===== src/hw/rtl/etint_pkg.sv =====
// Shared constants, types and helper functions of the eased translation interpolator.
// No dependencies; every other file of the block uses this package by scoped names.
package etint_pkg;

    function automatic int max_int(input int a, input int b);
        return (a > b) ? a : b;
    endfunction

    localparam int TIME_BITS     = 24;
    localparam int FRAC_BITS     = 16;
    localparam int POS_BITS      = 32;
    localparam int STEP_IN_BITS  = 16;
    localparam int MODE_BITS     = 4;
    localparam int CFG_IDX_BITS  = 4;
    localparam int CFG_DATA_BITS = 32;

    // weight / progress in Q0.FRAC_BITS, one extra bit so that 1.0 fits
    localparam int W_BITS    = FRAC_BITS + 1;
    // elapsed time plus one step, before wrap or clamp
    localparam int SUM_BITS  = max_int(TIME_BITS, STEP_IN_BITS) + 1;
    // serial shift length: quotient and dividend bit streams
    localparam int SER_BITS  = max_int(SUM_BITS, W_BITS);
    localparam int CNT_BITS  = $clog2(SER_BITS);
    // divisor / remainder width: covers the span and x^2+(1-x)^2
    localparam int DIV_BITS  = max_int(2 * FRAC_BITS + 1, TIME_BITS);
    // signed multiplicand: axis difference or small curve operands
    localparam int MC_BITS   = max_int(POS_BITS + 1, FRAC_BITS + 3);
    localparam int PROD_BITS = MC_BITS + 1 + W_BITS;

    localparam logic [W_BITS-1:0] ONE_W = W_BITS'(1) << FRAC_BITS;
    localparam logic [W_BITS-1:0] HALF_W = W_BITS'(1) << (FRAC_BITS - 1);
    localparam logic [FRAC_BITS+1:0] TWO_ONE = (FRAC_BITS + 2)'(1) << (FRAC_BITS + 1);

    localparam logic [CNT_BITS-1:0] CNT_SER = CNT_BITS'(SER_BITS - 1);
    localparam logic [CNT_BITS-1:0] CNT_W   = CNT_BITS'(W_BITS - 1);

    // curve select codes, mode_bits[1:0]
    localparam logic [1:0] CURVE_LINEAR   = 2'd0;
    localparam logic [1:0] CURVE_EASE     = 2'd1;
    localparam logic [1:0] CURVE_EASE_OUT = 2'd2;

    localparam int MODE_LOOP_BIT   = 2;
    localparam int MODE_MIRROR_BIT = 3;

    // configuration register indexes
    localparam logic [CFG_IDX_BITS-1:0] REG_START_X = 4'd0;
    localparam logic [CFG_IDX_BITS-1:0] REG_START_Y = 4'd1;
    localparam logic [CFG_IDX_BITS-1:0] REG_START_Z = 4'd2;
    localparam logic [CFG_IDX_BITS-1:0] REG_END_X   = 4'd3;
    localparam logic [CFG_IDX_BITS-1:0] REG_END_Y   = 4'd4;
    localparam logic [CFG_IDX_BITS-1:0] REG_END_Z   = 4'd5;
    localparam logic [CFG_IDX_BITS-1:0] REG_SPAN    = 4'd6;
    localparam logic [CFG_IDX_BITS-1:0] REG_MODE    = 4'd7;

    typedef logic signed [POS_BITS-1:0] pos_t;

    typedef enum logic [3:0] {
        ST_IDLE,
        ST_TIME,
        ST_MOD,
        ST_MSTORE,
        ST_PLOAD,
        ST_PROG,
        ST_PSEL,
        ST_CMUL,
        ST_CSEL,
        ST_CDIV,
        ST_DSEL,
        ST_MLOAD,
        ST_MIX,
        ST_WRITE
    } state_t;

    // control of a serial unit: load operands, or advance one bit
    typedef struct packed {
        logic load;
        logic step;
    } ser_ctrl_t;

    // triangle fold: 2x up to one half, 2(1-x) above
    function automatic logic [W_BITS-1:0] fold(input logic [W_BITS-1:0] x);
        logic [W_BITS-1:0] res;
        if (x <= (ONE_W >> 1))
            res = x << 1;
        else
            res = (ONE_W - x) << 1;
        return res;
    endfunction

endpackage


===== src/hw/rtl/etint_if.sv =====
// Handshake channel interfaces: input item, result item and configuration write.
// Depends on etint_pkg for field widths.
interface etint_item_if;
    logic                               valid;
    logic                               ready;
    logic [etint_pkg::STEP_IN_BITS-1:0] time_step;
    logic                               restart;

    modport source (output valid, time_step, restart, input ready);
    modport sink   (input valid, time_step, restart, output ready);
endinterface

interface etint_result_if;
    logic                         valid;
    logic                         ready;
    etint_pkg::pos_t              pos_x;
    etint_pkg::pos_t              pos_y;
    etint_pkg::pos_t              pos_z;
    logic [etint_pkg::W_BITS-1:0] weight;

    modport source (output valid, pos_x, pos_y, pos_z, weight, input ready);
    modport sink   (input valid, pos_x, pos_y, pos_z, weight, output ready);
endinterface

interface etint_cfg_if;
    logic                                valid;
    logic                                ready;
    logic [etint_pkg::CFG_IDX_BITS-1:0]  index;
    logic [etint_pkg::CFG_DATA_BITS-1:0] data;

    modport source (output valid, index, data, input ready);
    modport sink   (input valid, index, data, output ready);
endinterface


===== src/hw/rtl/etint_sdiv.sv =====
// Bit-serial restoring divider, one quotient bit per step.
// Depends on etint_pkg (widths, ser_ctrl_t).
module etint_sdiv (
    input  logic                           clk,
    input  etint_pkg::ser_ctrl_t           ctrl,
    input  logic [etint_pkg::DIV_BITS-1:0] init_rem,
    input  logic [etint_pkg::DIV_BITS-1:0] divisor,
    input  logic [etint_pkg::SER_BITS-1:0] dividend,
    output logic [etint_pkg::SER_BITS-1:0] quotient,
    output logic [etint_pkg::DIV_BITS-1:0] remainder
);

    logic [etint_pkg::DIV_BITS-1:0] rem_reg, rem_next;
    logic [etint_pkg::DIV_BITS-1:0] div_reg, div_next;
    logic [etint_pkg::SER_BITS-1:0] din_reg, din_next;
    logic [etint_pkg::SER_BITS-1:0] quo_reg, quo_next;
    logic [etint_pkg::DIV_BITS:0]   shifted;
    logic [etint_pkg::DIV_BITS:0]   dext;
    logic [etint_pkg::DIV_BITS:0]   sub;
    logic                           ge;

    // remainder stays below the divisor, so the shifted value fits one extra bit
    always_comb
    begin
        shifted  = {rem_reg, din_reg[etint_pkg::SER_BITS-1]};
        dext     = {1'b0, div_reg};
        ge       = (shifted >= dext);
        sub      = shifted - dext;
        rem_next = rem_reg;
        div_next = div_reg;
        din_next = din_reg;
        quo_next = quo_reg;
        if (ctrl.load)
        begin
            rem_next = init_rem;
            div_next = divisor;
            din_next = dividend;
            quo_next = '0;
        end
        else if (ctrl.step)
        begin
            rem_next = ge ? sub[etint_pkg::DIV_BITS-1:0] : shifted[etint_pkg::DIV_BITS-1:0];
            din_next = {din_reg[etint_pkg::SER_BITS-2:0], 1'b0};
            quo_next = {quo_reg[etint_pkg::SER_BITS-2:0], ge};
        end
    end

    always_ff @(posedge clk)
    begin
        rem_reg <= rem_next;
        div_reg <= div_next;
        din_reg <= din_next;
        quo_reg <= quo_next;
    end

    assign quotient  = quo_reg;
    assign remainder = rem_reg;

endmodule


===== src/hw/rtl/etint_smul.sv =====
// Bit-serial shift-add multiplier: signed multiplicand by unsigned multiplier,
// one multiplier bit per step, LSB first. Depends on etint_pkg.
module etint_smul (
    input  logic                                   clk,
    input  etint_pkg::ser_ctrl_t                   ctrl,
    input  logic signed [etint_pkg::MC_BITS-1:0]   mcand,
    input  logic [etint_pkg::W_BITS-1:0]           mplr,
    output logic signed [etint_pkg::PROD_BITS-1:0] product
);

    logic signed [etint_pkg::MC_BITS-1:0] mc_reg, mc_next;
    logic signed [etint_pkg::MC_BITS:0]   hi_reg, hi_next;
    logic [etint_pkg::W_BITS-1:0]         lo_reg, lo_next;
    logic signed [etint_pkg::MC_BITS:0]   addend;
    logic signed [etint_pkg::MC_BITS:0]   sum;

    // partial sum magnitude stays below twice the multiplicand: no overflow
    always_comb
    begin
        addend  = lo_reg[0] ? (etint_pkg::MC_BITS + 1)'(mc_reg) : '0;
        sum     = hi_reg + addend;
        mc_next = mc_reg;
        hi_next = hi_reg;
        lo_next = lo_reg;
        if (ctrl.load)
        begin
            mc_next = mcand;
            hi_next = '0;
            lo_next = mplr;
        end
        else if (ctrl.step)
        begin
            hi_next = {sum[etint_pkg::MC_BITS], sum[etint_pkg::MC_BITS:1]};
            lo_next = {sum[0], lo_reg[etint_pkg::W_BITS-1:1]};
        end
    end

    always_ff @(posedge clk)
    begin
        mc_reg <= mc_next;
        hi_reg <= hi_next;
        lo_reg <= lo_next;
    end

    assign product = {hi_reg, lo_reg};

endmodule


===== src/hw/rtl/eased_translation_interpolator_core.sv =====
// Top level of the eased translation interpolator: configuration registers,
// sequencer, one serial divider and three serial multipliers.
// Depends on etint_pkg, etint_if, etint_sdiv, etint_smul.
//
//  channel  dir  transfer when          payload
//  item     in   item.valid&item.ready  time_step[15:0], restart
//  result   out  result.valid&ready     pos_x, pos_y, pos_z (Q16.16), weight[16:0]
//  cfg      in   cfg.valid&cfg.ready    index[3:0], data[31:0]; ready always high
//
// One item at a time. Loop mode adds a 25-bit serial modulo, ease-out a 17-step
// multiply, and ease a multiply and a 17-step divide. The serial divider and
// multipliers retire one bit per cycle.
// The result register frees the input side: the next item is taken while a result
// waits. Reset clears elapsed time, registers (span 1) and the handshake state.
module eased_translation_interpolator_core (
    input  logic           clk,
    input  logic           rst_n,
    etint_item_if.sink     item,
    etint_result_if.source result,
    etint_cfg_if.sink      cfg
);

    localparam int TB = etint_pkg::TIME_BITS;
    localparam int SB = etint_pkg::SUM_BITS;
    localparam int WB = etint_pkg::W_BITS;
    localparam int FB = etint_pkg::FRAC_BITS;
    localparam int DB = etint_pkg::DIV_BITS;
    localparam int PB = etint_pkg::POS_BITS;

    // configuration
    etint_pkg::pos_t                 start_x_reg, start_y_reg, start_z_reg;
    etint_pkg::pos_t                 end_x_reg, end_y_reg, end_z_reg;
    logic [TB-1:0]                   span_reg;
    logic [etint_pkg::MODE_BITS-1:0] mode_reg;

    etint_pkg::state_t               state_reg, state_next;
    logic [etint_pkg::CNT_BITS-1:0]  cnt_reg, cnt_next;
    logic [TB-1:0]                   elapsed_reg, elapsed_next;
    logic [SB-1:0]                   t_reg, t_next;
    logic [WB-1:0]                   w_reg, w_next;
    logic                            out_valid_reg, out_valid_next;
    etint_pkg::pos_t                 pos_x_reg, pos_y_reg, pos_z_reg;
    logic [WB-1:0]                   weight_reg;
    logic                            out_load;

    etint_pkg::ser_ctrl_t            div_ctrl, mul_ctrl;
    logic [DB-1:0]                   div_init, div_divisor;
    logic [etint_pkg::SER_BITS-1:0]  div_dividend;
    logic [etint_pkg::SER_BITS-1:0]  div_quo;
    logic [DB-1:0]                   div_rem;

    logic signed [etint_pkg::MC_BITS-1:0]   mc0, mc1, mc2;
    logic [WB-1:0]                          mp0, mp1, mp2;
    logic signed [etint_pkg::PROD_BITS-1:0] prod0, prod1, prod2;

    logic [TB-1:0]          span_eff;
    logic [1:0]             curve;
    logic                   loop_mode, mirror;
    logic [WB-1:0]          x_q;
    logic [WB-1:0]          x_ease;
    logic [2*FB:0]          sq_a, sq_c, sq_sum;
    logic [2*FB+1:0]        eo_sum;
    logic                   round_up;
    logic [WB:0]            q_rnd;
    logic signed [PB:0]     diff_x, diff_y, diff_z;
    logic [etint_pkg::PROD_BITS-1:0] mix_x, mix_y, mix_z;

    assign span_eff  = (span_reg == '0) ? TB'(1) : span_reg;
    assign curve     = mode_reg[1:0];
    assign loop_mode = mode_reg[etint_pkg::MODE_LOOP_BIT];
    assign mirror    = mode_reg[etint_pkg::MODE_MIRROR_BIT];

    assign x_q    = div_quo[WB-1:0];
    assign x_ease = mirror ? etint_pkg::fold(x_q) : x_q;
    assign sq_a   = prod0[2*FB:0];
    assign sq_c   = prod1[2*FB:0];
    // x^2 + (1-x)^2 never exceeds one, so the sum fits
    assign sq_sum = sq_a + sq_c;
    assign eo_sum = prod0[2*FB+1:0] + (2*FB + 2)'(etint_pkg::HALF_W);
    assign round_up = ({div_rem, 1'b0} >= {1'b0, DB'(sq_sum)});
    assign q_rnd    = {1'b0, x_q} + (WB + 1)'(round_up);

    assign diff_x = $signed({end_x_reg[PB-1], end_x_reg}) - $signed({start_x_reg[PB-1], start_x_reg});
    assign diff_y = $signed({end_y_reg[PB-1], end_y_reg}) - $signed({start_y_reg[PB-1], start_y_reg});
    assign diff_z = $signed({end_z_reg[PB-1], end_z_reg}) - $signed({start_z_reg[PB-1], start_z_reg});

    // rounding half up then floor shift equals a plain bit slice of the sum
    assign mix_x = prod0 + etint_pkg::PROD_BITS'(etint_pkg::HALF_W);
    assign mix_y = prod1 + etint_pkg::PROD_BITS'(etint_pkg::HALF_W);
    assign mix_z = prod2 + etint_pkg::PROD_BITS'(etint_pkg::HALF_W);

    // configuration writes
    assign cfg.ready = 1'b1;

    always_ff @(posedge clk or negedge rst_n)
    begin
        if (!rst_n)
        begin
            start_x_reg <= '0;
            start_y_reg <= '0;
            start_z_reg <= '0;
            end_x_reg   <= '0;
            end_y_reg   <= '0;
            end_z_reg   <= '0;
            span_reg    <= TB'(1);
            mode_reg    <= '0;
        end
        else if (cfg.valid)
        begin
            unique case (cfg.index)
                etint_pkg::REG_START_X: start_x_reg <= cfg.data;
                etint_pkg::REG_START_Y: start_y_reg <= cfg.data;
                etint_pkg::REG_START_Z: start_z_reg <= cfg.data;
                etint_pkg::REG_END_X:   end_x_reg   <= cfg.data;
                etint_pkg::REG_END_Y:   end_y_reg   <= cfg.data;
                etint_pkg::REG_END_Z:   end_z_reg   <= cfg.data;
                etint_pkg::REG_SPAN:    span_reg    <= cfg.data[TB-1:0];
                etint_pkg::REG_MODE:    mode_reg    <= cfg.data[etint_pkg::MODE_BITS-1:0];
                default:                ;
            endcase
        end
    end

    // operand selection for the serial units
    always_comb
    begin
        div_init     = '0;
        div_divisor  = DB'(span_eff);
        div_dividend = etint_pkg::SER_BITS'(t_reg);
        unique case (state_reg)
            etint_pkg::ST_PLOAD:
            begin
                div_init     = DB'(elapsed_reg[TB-1:1]);
                div_dividend = {elapsed_reg[0], (etint_pkg::SER_BITS - 1)'(0)};
            end
            etint_pkg::ST_CSEL:
            begin
                div_init     = DB'(sq_a[2*FB:1]);
                div_divisor  = DB'(sq_sum);
                div_dividend = {sq_a[0], (etint_pkg::SER_BITS - 1)'(0)};
            end
            default: ;
        endcase
    end

    always_comb
    begin
        mc0 = etint_pkg::MC_BITS'(diff_x);
        mc1 = etint_pkg::MC_BITS'(diff_y);
        mc2 = etint_pkg::MC_BITS'(diff_z);
        mp0 = w_reg;
        mp1 = w_reg;
        mp2 = w_reg;
        if (state_reg == etint_pkg::ST_PSEL)
        begin
            if (curve == etint_pkg::CURVE_EASE)
            begin
                mc0 = $signed(etint_pkg::MC_BITS'(x_ease));
                mp0 = x_ease;
                mc1 = $signed(etint_pkg::MC_BITS'(etint_pkg::ONE_W - x_ease));
                mp1 = etint_pkg::ONE_W - x_ease;
            end
            else
            begin
                mc0 = $signed(etint_pkg::MC_BITS'(etint_pkg::TWO_ONE - (FB + 2)'(x_q)));
                mp0 = x_q;
            end
        end
    end

    etint_sdiv u_div (
        .clk       (clk),
        .ctrl      (div_ctrl),
        .init_rem  (div_init),
        .divisor   (div_divisor),
        .dividend  (div_dividend),
        .quotient  (div_quo),
        .remainder (div_rem)
    );

    etint_smul u_mul0 (.clk(clk), .ctrl(mul_ctrl), .mcand(mc0), .mplr(mp0), .product(prod0));
    etint_smul u_mul1 (.clk(clk), .ctrl(mul_ctrl), .mcand(mc1), .mplr(mp1), .product(prod1));
    etint_smul u_mul2 (.clk(clk), .ctrl(mul_ctrl), .mcand(mc2), .mplr(mp2), .product(prod2));

    // sequencer
    always_comb
    begin
        state_next     = state_reg;
        cnt_next       = cnt_reg;
        elapsed_next   = elapsed_reg;
        t_next         = t_reg;
        w_next         = w_reg;
        div_ctrl       = '0;
        mul_ctrl       = '0;
        out_load       = 1'b0;
        item.ready     = 1'b0;
        unique case (state_reg)
            etint_pkg::ST_IDLE:
            begin
                item.ready = 1'b1;
                if (item.valid)
                begin
                    t_next = (item.restart ? '0 : SB'(elapsed_reg)) + SB'(item.time_step);
                    state_next = etint_pkg::ST_TIME;
                end
            end
            etint_pkg::ST_TIME:
            begin
                if (loop_mode)
                begin
                    div_ctrl.load = 1'b1;
                    cnt_next      = etint_pkg::CNT_SER;
                    state_next    = etint_pkg::ST_MOD;
                end
                else
                begin
                    elapsed_next = (t_reg > SB'(span_eff)) ? span_eff : t_reg[TB-1:0];
                    state_next   = etint_pkg::ST_PLOAD;
                end
            end
            etint_pkg::ST_MOD:
            begin
                div_ctrl.step = 1'b1;
                cnt_next      = cnt_reg - 1'b1;
                if (cnt_reg == '0)
                    state_next = etint_pkg::ST_MSTORE;
            end
            etint_pkg::ST_MSTORE:
            begin
                elapsed_next = div_rem[TB-1:0];
                state_next   = etint_pkg::ST_PLOAD;
            end
            etint_pkg::ST_PLOAD:
            begin
                div_ctrl.load = 1'b1;
                cnt_next      = etint_pkg::CNT_W;
                state_next    = etint_pkg::ST_PROG;
            end
            etint_pkg::ST_PROG:
            begin
                div_ctrl.step = 1'b1;
                cnt_next      = cnt_reg - 1'b1;
                if (cnt_reg == '0)
                    state_next = etint_pkg::ST_PSEL;
            end
            etint_pkg::ST_PSEL:
            begin
                case (curve) inside
                    etint_pkg::CURVE_EASE, etint_pkg::CURVE_EASE_OUT:
                    begin
                        mul_ctrl.load = 1'b1;
                        cnt_next      = etint_pkg::CNT_W;
                        state_next    = etint_pkg::ST_CMUL;
                    end
                    default:
                    begin
                        w_next     = mirror ? etint_pkg::fold(x_q) : x_q;
                        state_next = etint_pkg::ST_MLOAD;
                    end
                endcase
            end
            etint_pkg::ST_CMUL:
            begin
                mul_ctrl.step = 1'b1;
                cnt_next      = cnt_reg - 1'b1;
                if (cnt_reg == '0)
                    state_next = etint_pkg::ST_CSEL;
            end
            etint_pkg::ST_CSEL:
            begin
                if (curve == etint_pkg::CURVE_EASE)
                begin
                    div_ctrl.load = 1'b1;
                    cnt_next      = etint_pkg::CNT_W;
                    state_next    = etint_pkg::ST_CDIV;
                end
                else
                begin
                    w_next     = eo_sum[2*FB:FB];
                    state_next = etint_pkg::ST_MLOAD;
                end
            end
            etint_pkg::ST_CDIV:
            begin
                div_ctrl.step = 1'b1;
                cnt_next      = cnt_reg - 1'b1;
                if (cnt_reg == '0)
                    state_next = etint_pkg::ST_DSEL;
            end
            etint_pkg::ST_DSEL:
            begin
                w_next     = (q_rnd > (WB + 1)'(etint_pkg::ONE_W)) ? etint_pkg::ONE_W
                                                                    : q_rnd[WB-1:0];
                state_next = etint_pkg::ST_MLOAD;
            end
            etint_pkg::ST_MLOAD:
            begin
                mul_ctrl.load = 1'b1;
                cnt_next      = etint_pkg::CNT_W;
                state_next    = etint_pkg::ST_MIX;
            end
            etint_pkg::ST_MIX:
            begin
                mul_ctrl.step = 1'b1;
                cnt_next      = cnt_reg - 1'b1;
                if (cnt_reg == '0)
                    state_next = etint_pkg::ST_WRITE;
            end
            etint_pkg::ST_WRITE:
            begin
                // wait here only while the previous result is still unclaimed
                if (!out_valid_reg || result.ready)
                begin
                    out_load   = 1'b1;
                    state_next = etint_pkg::ST_IDLE;
                end
            end
            default:
                state_next = etint_pkg::ST_IDLE;
        endcase
    end

    assign out_valid_next = out_load ? 1'b1 : (result.ready ? 1'b0 : out_valid_reg);

    always_ff @(posedge clk or negedge rst_n)
    begin
        if (!rst_n)
        begin
            state_reg     <= etint_pkg::ST_IDLE;
            cnt_reg       <= '0;
            elapsed_reg   <= '0;
            out_valid_reg <= 1'b0;
        end
        else
        begin
            state_reg     <= state_next;
            cnt_reg       <= cnt_next;
            elapsed_reg   <= elapsed_next;
            out_valid_reg <= out_valid_next;
        end
    end

    always_ff @(posedge clk)
    begin
        t_reg <= t_next;
        w_reg <= w_next;
        if (out_load)
        begin
            pos_x_reg  <= start_x_reg + $signed(mix_x[FB+PB-1:FB]);
            pos_y_reg  <= start_y_reg + $signed(mix_y[FB+PB-1:FB]);
            pos_z_reg  <= start_z_reg + $signed(mix_z[FB+PB-1:FB]);
            weight_reg <= w_reg;
        end
    end

    assign result.valid  = out_valid_reg;
    assign result.pos_x  = pos_x_reg;
    assign result.pos_y  = pos_y_reg;
    assign result.pos_z  = pos_z_reg;
    assign result.weight = weight_reg;

endmodule


===== src/flat_wrapper.sv =====
// flat-port wrapper written by rule: the top's interface ports become plain ports
module eased_translation_interpolator_core_flat 
  (clk, rst_n, item_valid, item_time_step, item_restart, item_ready, result_valid, result_pos_x, result_pos_y, result_pos_z, result_weight, result_ready, cfg_valid, cfg_index, cfg_data, cfg_ready);
  etint_item_if item_i ();
  etint_result_if result_i ();
  etint_cfg_if cfg_i ();
  input  logic clk;
  input  logic rst_n;
  input wire logic [$bits(item_i.valid)-1:0] item_valid;
  input wire logic [$bits(item_i.time_step)-1:0] item_time_step;
  input wire logic [$bits(item_i.restart)-1:0] item_restart;
  output wire logic [$bits(item_i.ready)-1:0] item_ready;
  output wire logic [$bits(result_i.valid)-1:0] result_valid;
  output wire logic [$bits(result_i.pos_x)-1:0] result_pos_x;
  output wire logic [$bits(result_i.pos_y)-1:0] result_pos_y;
  output wire logic [$bits(result_i.pos_z)-1:0] result_pos_z;
  output wire logic [$bits(result_i.weight)-1:0] result_weight;
  input wire logic [$bits(result_i.ready)-1:0] result_ready;
  input wire logic [$bits(cfg_i.valid)-1:0] cfg_valid;
  input wire logic [$bits(cfg_i.index)-1:0] cfg_index;
  input wire logic [$bits(cfg_i.data)-1:0] cfg_data;
  output wire logic [$bits(cfg_i.ready)-1:0] cfg_ready;
  assign item_i.valid = item_valid;
  assign item_i.time_step = item_time_step;
  assign item_i.restart = item_restart;
  assign item_ready = item_i.ready;
  assign result_valid = result_i.valid;
  assign result_pos_x = result_i.pos_x;
  assign result_pos_y = result_i.pos_y;
  assign result_pos_z = result_i.pos_z;
  assign result_weight = result_i.weight;
  assign result_i.ready = result_ready;
  assign cfg_i.valid = cfg_valid;
  assign cfg_i.index = cfg_index;
  assign cfg_i.data = cfg_data;
  assign cfg_ready = cfg_i.ready;
  eased_translation_interpolator_core u_core (.clk(clk), .rst_n(rst_n), .item(item_i), .result(result_i), .cfg(cfg_i));
endmodule

===== config.mk =====
export PLATFORM = sky130hd
export DESIGN_NAME = eased_translation_interpolator_core_flat
export DESIGN_NICKNAME = d
export VERILOG_FILES = /design/src/hw/rtl/etint_pkg.sv /design/src/hw/rtl/etint_if.sv /design/src/hw/rtl/etint_sdiv.sv /design/src/hw/rtl/etint_smul.sv /design/src/hw/rtl/eased_translation_interpolator_core.sv /design/src/flat_wrapper.sv
export SDC_FILE = /design/constraint.sdc
export NUM_CORES = 2
export LEC_CHECK = 0
export ABC_CLOCK_PERIOD_IN_PS = 8900
export BUFFER_PORTS_ARGS = -buffer_cell sky130_fd_sc_hd__buf_2
export CAP_MARGIN = 10
export CORE_AREA = 8 8 425 323
export CTS_BUF_LIST = sky130_fd_sc_hd__clkbuf_2
export DETAILED_ROUTE_END_ITERATION = 8
export DIE_AREA = 0 0 433 331
export HOLD_SLACK_MARGIN = 0.05
export SETUP_SLACK_MARGIN = 0.1
export SKIP_CTS_REPAIR_TIMING = 1
export SLEW_MARGIN = 20
export SYNTH_ARGS = -nofsm -noshare
export SYNTH_HDL_FRONTEND = slang
export SYNTH_SLANG_ARGS = --single-unit

===== constraint.sdc =====
create_clock -name clk -period 8.9 [get_ports clk]
set_input_delay 2.67 -clock clk [delete_from_list [all_inputs] [get_ports clk]]
set_output_delay 2.67 -clock clk [all_outputs]
set_load 0.01 [all_outputs]

==> results.yml <==
outcome:
  outcome: "finished clean"
sta:
  setup_viol: 0
  max_freq_mhz: 129
  maxSlewHeadroom_pct: 26.8
  grt_setup_unrepaired: "no"
  period_minus_slack_ns: 7.73
  tightest_slew_ns: 1.10
  worst_slack_ns: 1.17
  fin_setup_tns_ns: 0
  fin_skew_ns: 0.170
  min_period_over_period_pct: 86.9
  slew_violations: 0
  hold_viol: 0
floorplanning:
  io_pins: 174
  start_util_pct: 39.8
  core_area_mm2: 0.130
  row_count: 115
  die_x_um: 433
  die_h_um: 331
  dieArea_mm2: 0.143
yosys:
  syn_area_mm2: 0.0518
  synth_ff_type: "edfxtp_1"
  synthMostInstantiatedCell: "nand2_1"
  synth_cell_types: 106
  ys_top_cells_by_count: "543 x nand2_1, 435 x ha_1, 429 x o21ai_0"
  synth_fp_nets: 5925
  synthArstFlopShare_pct: 33.2
  syn_area_per_cell_um2: 9.57
  yosysTopAreaCellShare_pct: 22.9
  synth_seq_area_share_pct: 39.7
  yosys-top-cells-area: "edfxtp_1 23%, dfrtp_1 12%, ha_1 10%"
  synth_top_cell_by_area: "edfxtp_1"
  ys_ff_latch: 766
  syn_inst: 5420
  ys_warn_count: 0
  synth_edf_count: 396
grt:
  grt_pass1_vias: 40436
  grt_first_pass_wirelength_mm: 260
  grt_util_all_layers_pct: 23.7
  grt_max_degree: 160
  antenna_found_initial: 18
  overflow: 0
route:
  drt_iter0_markers: 4899
  drtAntennaViolNets: 0
  firstDrtPassIters: 7
  route.detailed.drc: 0
  routed_wl_mm: 176
  vias_per_cell: 5.75
  vias: 43842
  wl_per_cell_um: 23.1
cts:
  clkTransAtPathRegs_ns: 0.11
  clock_sinks: 766
  cts_max_level: 4
  cts_root_buf: "clkbuf_2"
  cts_made_buffers: 206
  cts_tree: "yes"
  cts_max_path_buffers: 3
  clk_latency_ns: 1.72
final_layout:
  drive_gt1_share_pct: 14.4
  syn_to_final_growth_pct: 9.33
  layout.nets: 6178
worst_setup_path:
  cp.required_ns: 10.24
  cp-startpoint: "u_core.u_mul1.lo_reg[0]"
  critPathLaunchType: "register"
  crit_type: "register to register"
  rr_endpoint: "u_core.mp2[0]"
  endpoint_kind: "register"
  critPathMaxStageDelay_ns: 0.59
  cp_slowest_cell: "nor3_1"
  rr_startpoint: "u_core.u_mul1.lo_reg[0]"
  r2r_cells: 29
  crit_fanout: 14
  critPathArrivalTime_ns: 9.07
  reg2reg_slack_ns: 1.17
  endpoint: "u_core.mp2[0]"
power:
  irDropWorstVdd_uv: 179
  power_density_mw_per_mm2: 358
  p_leak_nw: 24.8
place:
  io_buffer_count: 172
  post-place-ws_ns: 1.35
  gp_congestion: 0.972
  dp_hpwl_mm: 133
flow_run:
  drv_cap: 0
hold_path:
  hold_path.class: "register to register"
-- routing by layer --
metal,vias to the layer above,GRT usage (%),share of wire (%)
met5,-,0,0
met4,0,7.75,3.0
met3,288,5.50,10
met2,1859,32.4,39
met1,21259,36.2,48
li1,20436,-,-
-- worst min-delay path by stage --
stage / start / end / cells past startpoint
global route: u_core.u_div.din_reg[4] / u_core.u_div.din_reg[5] / 2
global placement: u_core.u_mul1.hi_reg[31] / u_core.u_mul1.hi_reg[31] / 2
CTS: u_core.u_div.din_reg[4] / u_core.u_div.din_reg[5] / 2
finish: u_core.u_div.din_reg[4] / u_core.u_div.din_reg[5] / 2
floorplan: u_core.u_mul1.hi_reg[31] / u_core.u_mul1.hi_reg[31] / 2
detailed placement: u_core.u_mul1.hi_reg[31] / u_core.u_mul1.hi_reg[31] / 2
-- cell families after synthesis --
kind of cell | count (synthesis) | synth area share (%)
XOR/XNOR | 456 | 7.70
buffers and inverters | 452 | 3.51
adder cells (fa/ha/maj) | 447 | 11.0
flip-flops | 766 | 39.7
AO/OA/AOI/OAI | 1478 | 18.1
multiplexers | 250 | 5.31
other | 1 | 0.00723
AND/OR/NAND/NOR | 1570 | 14.7
-- worst max-delay path, delay by kind of cell, from the launching register on --
| kind | cells | cell delay [ns] |
|---|---|---|
| AOI/OAI and AO/OA | 13 | 2.70 |
| xor gates and xnor gates | 1 | 0.18 |
| adders and majority gates | 4 | 1.18 |
| buffers and inverters | 3 | 0.61 |
| DFF | 1 | 0.41 |
| and+or+nand+nor | 8 | 2.31 |
-- per-stage QoR --
stage                     hold slack [ns]  total power, mW  std cells  instance area [um^2]  util, %
after floorplan                     0.432             14.0       5420                 51800        -
after global placement              0.448             17.1       7220                 54600     42.0
after detailed placement            0.454             17.3       7220                 54600     42.0
after CTS                           0.423             20.1       7610                 56600     43.5
after global routing                0.477             21.7       7613                 56700     43.5
final                               0.421             20.3       7622                 56700     43.5
-- cells in the final DEF, fill, tap and decap left out, types with 35 or more instances in the layout --
cell type / count
or3_1: 35
inv_1: 263
ha_1: 435
a21o_1: 176
buf_4: 55
nor3_1: 77
and2_1: 118
and3_1: 69
nand3_1: 156
a211oi_1: 36
mux2i_1: 54
xor2_1: 161
o21ai_0: 429
nor2b_1: 71
mux2_2: 195
clkbuf_2: 311
xnor2_1: 295
clkinv_1: 55
nand2b_1: 57
nand2_1: 540
a21oi_1: 347
o21bai_1: 51
dfrtp_1: 253
nand4_1: 51
a31oi_1: 56
a22oi_1: 50
dfxtp_1: 116
edfxtp_1: 396
nor2_1: 284
buf_2: 171
o21a_1: 62
-- area by class of cell --
type                    instances  area (um^2)
fillers                     12716        73500
multi-input cells            4202        29500
flip-flops and latches        766        20600
well taps                    1755         2200
clock buffers                 311         1560
repair buffers                229         1320
inverters                     268         1010
clock inverters                79          454
diodes                         12         30.0
-- power breakdown --
| group | internal, mW | total (mW) | switching (mW) |
|---|---|---|---|
| sequential | 5.28 | 6.53 | 1.26 |
| clock | 1.04 | 2.75 | 1.71 |
| combinational | 4.34 | 11.0 | 6.67 |
Power figures use the tool's default switching activity.
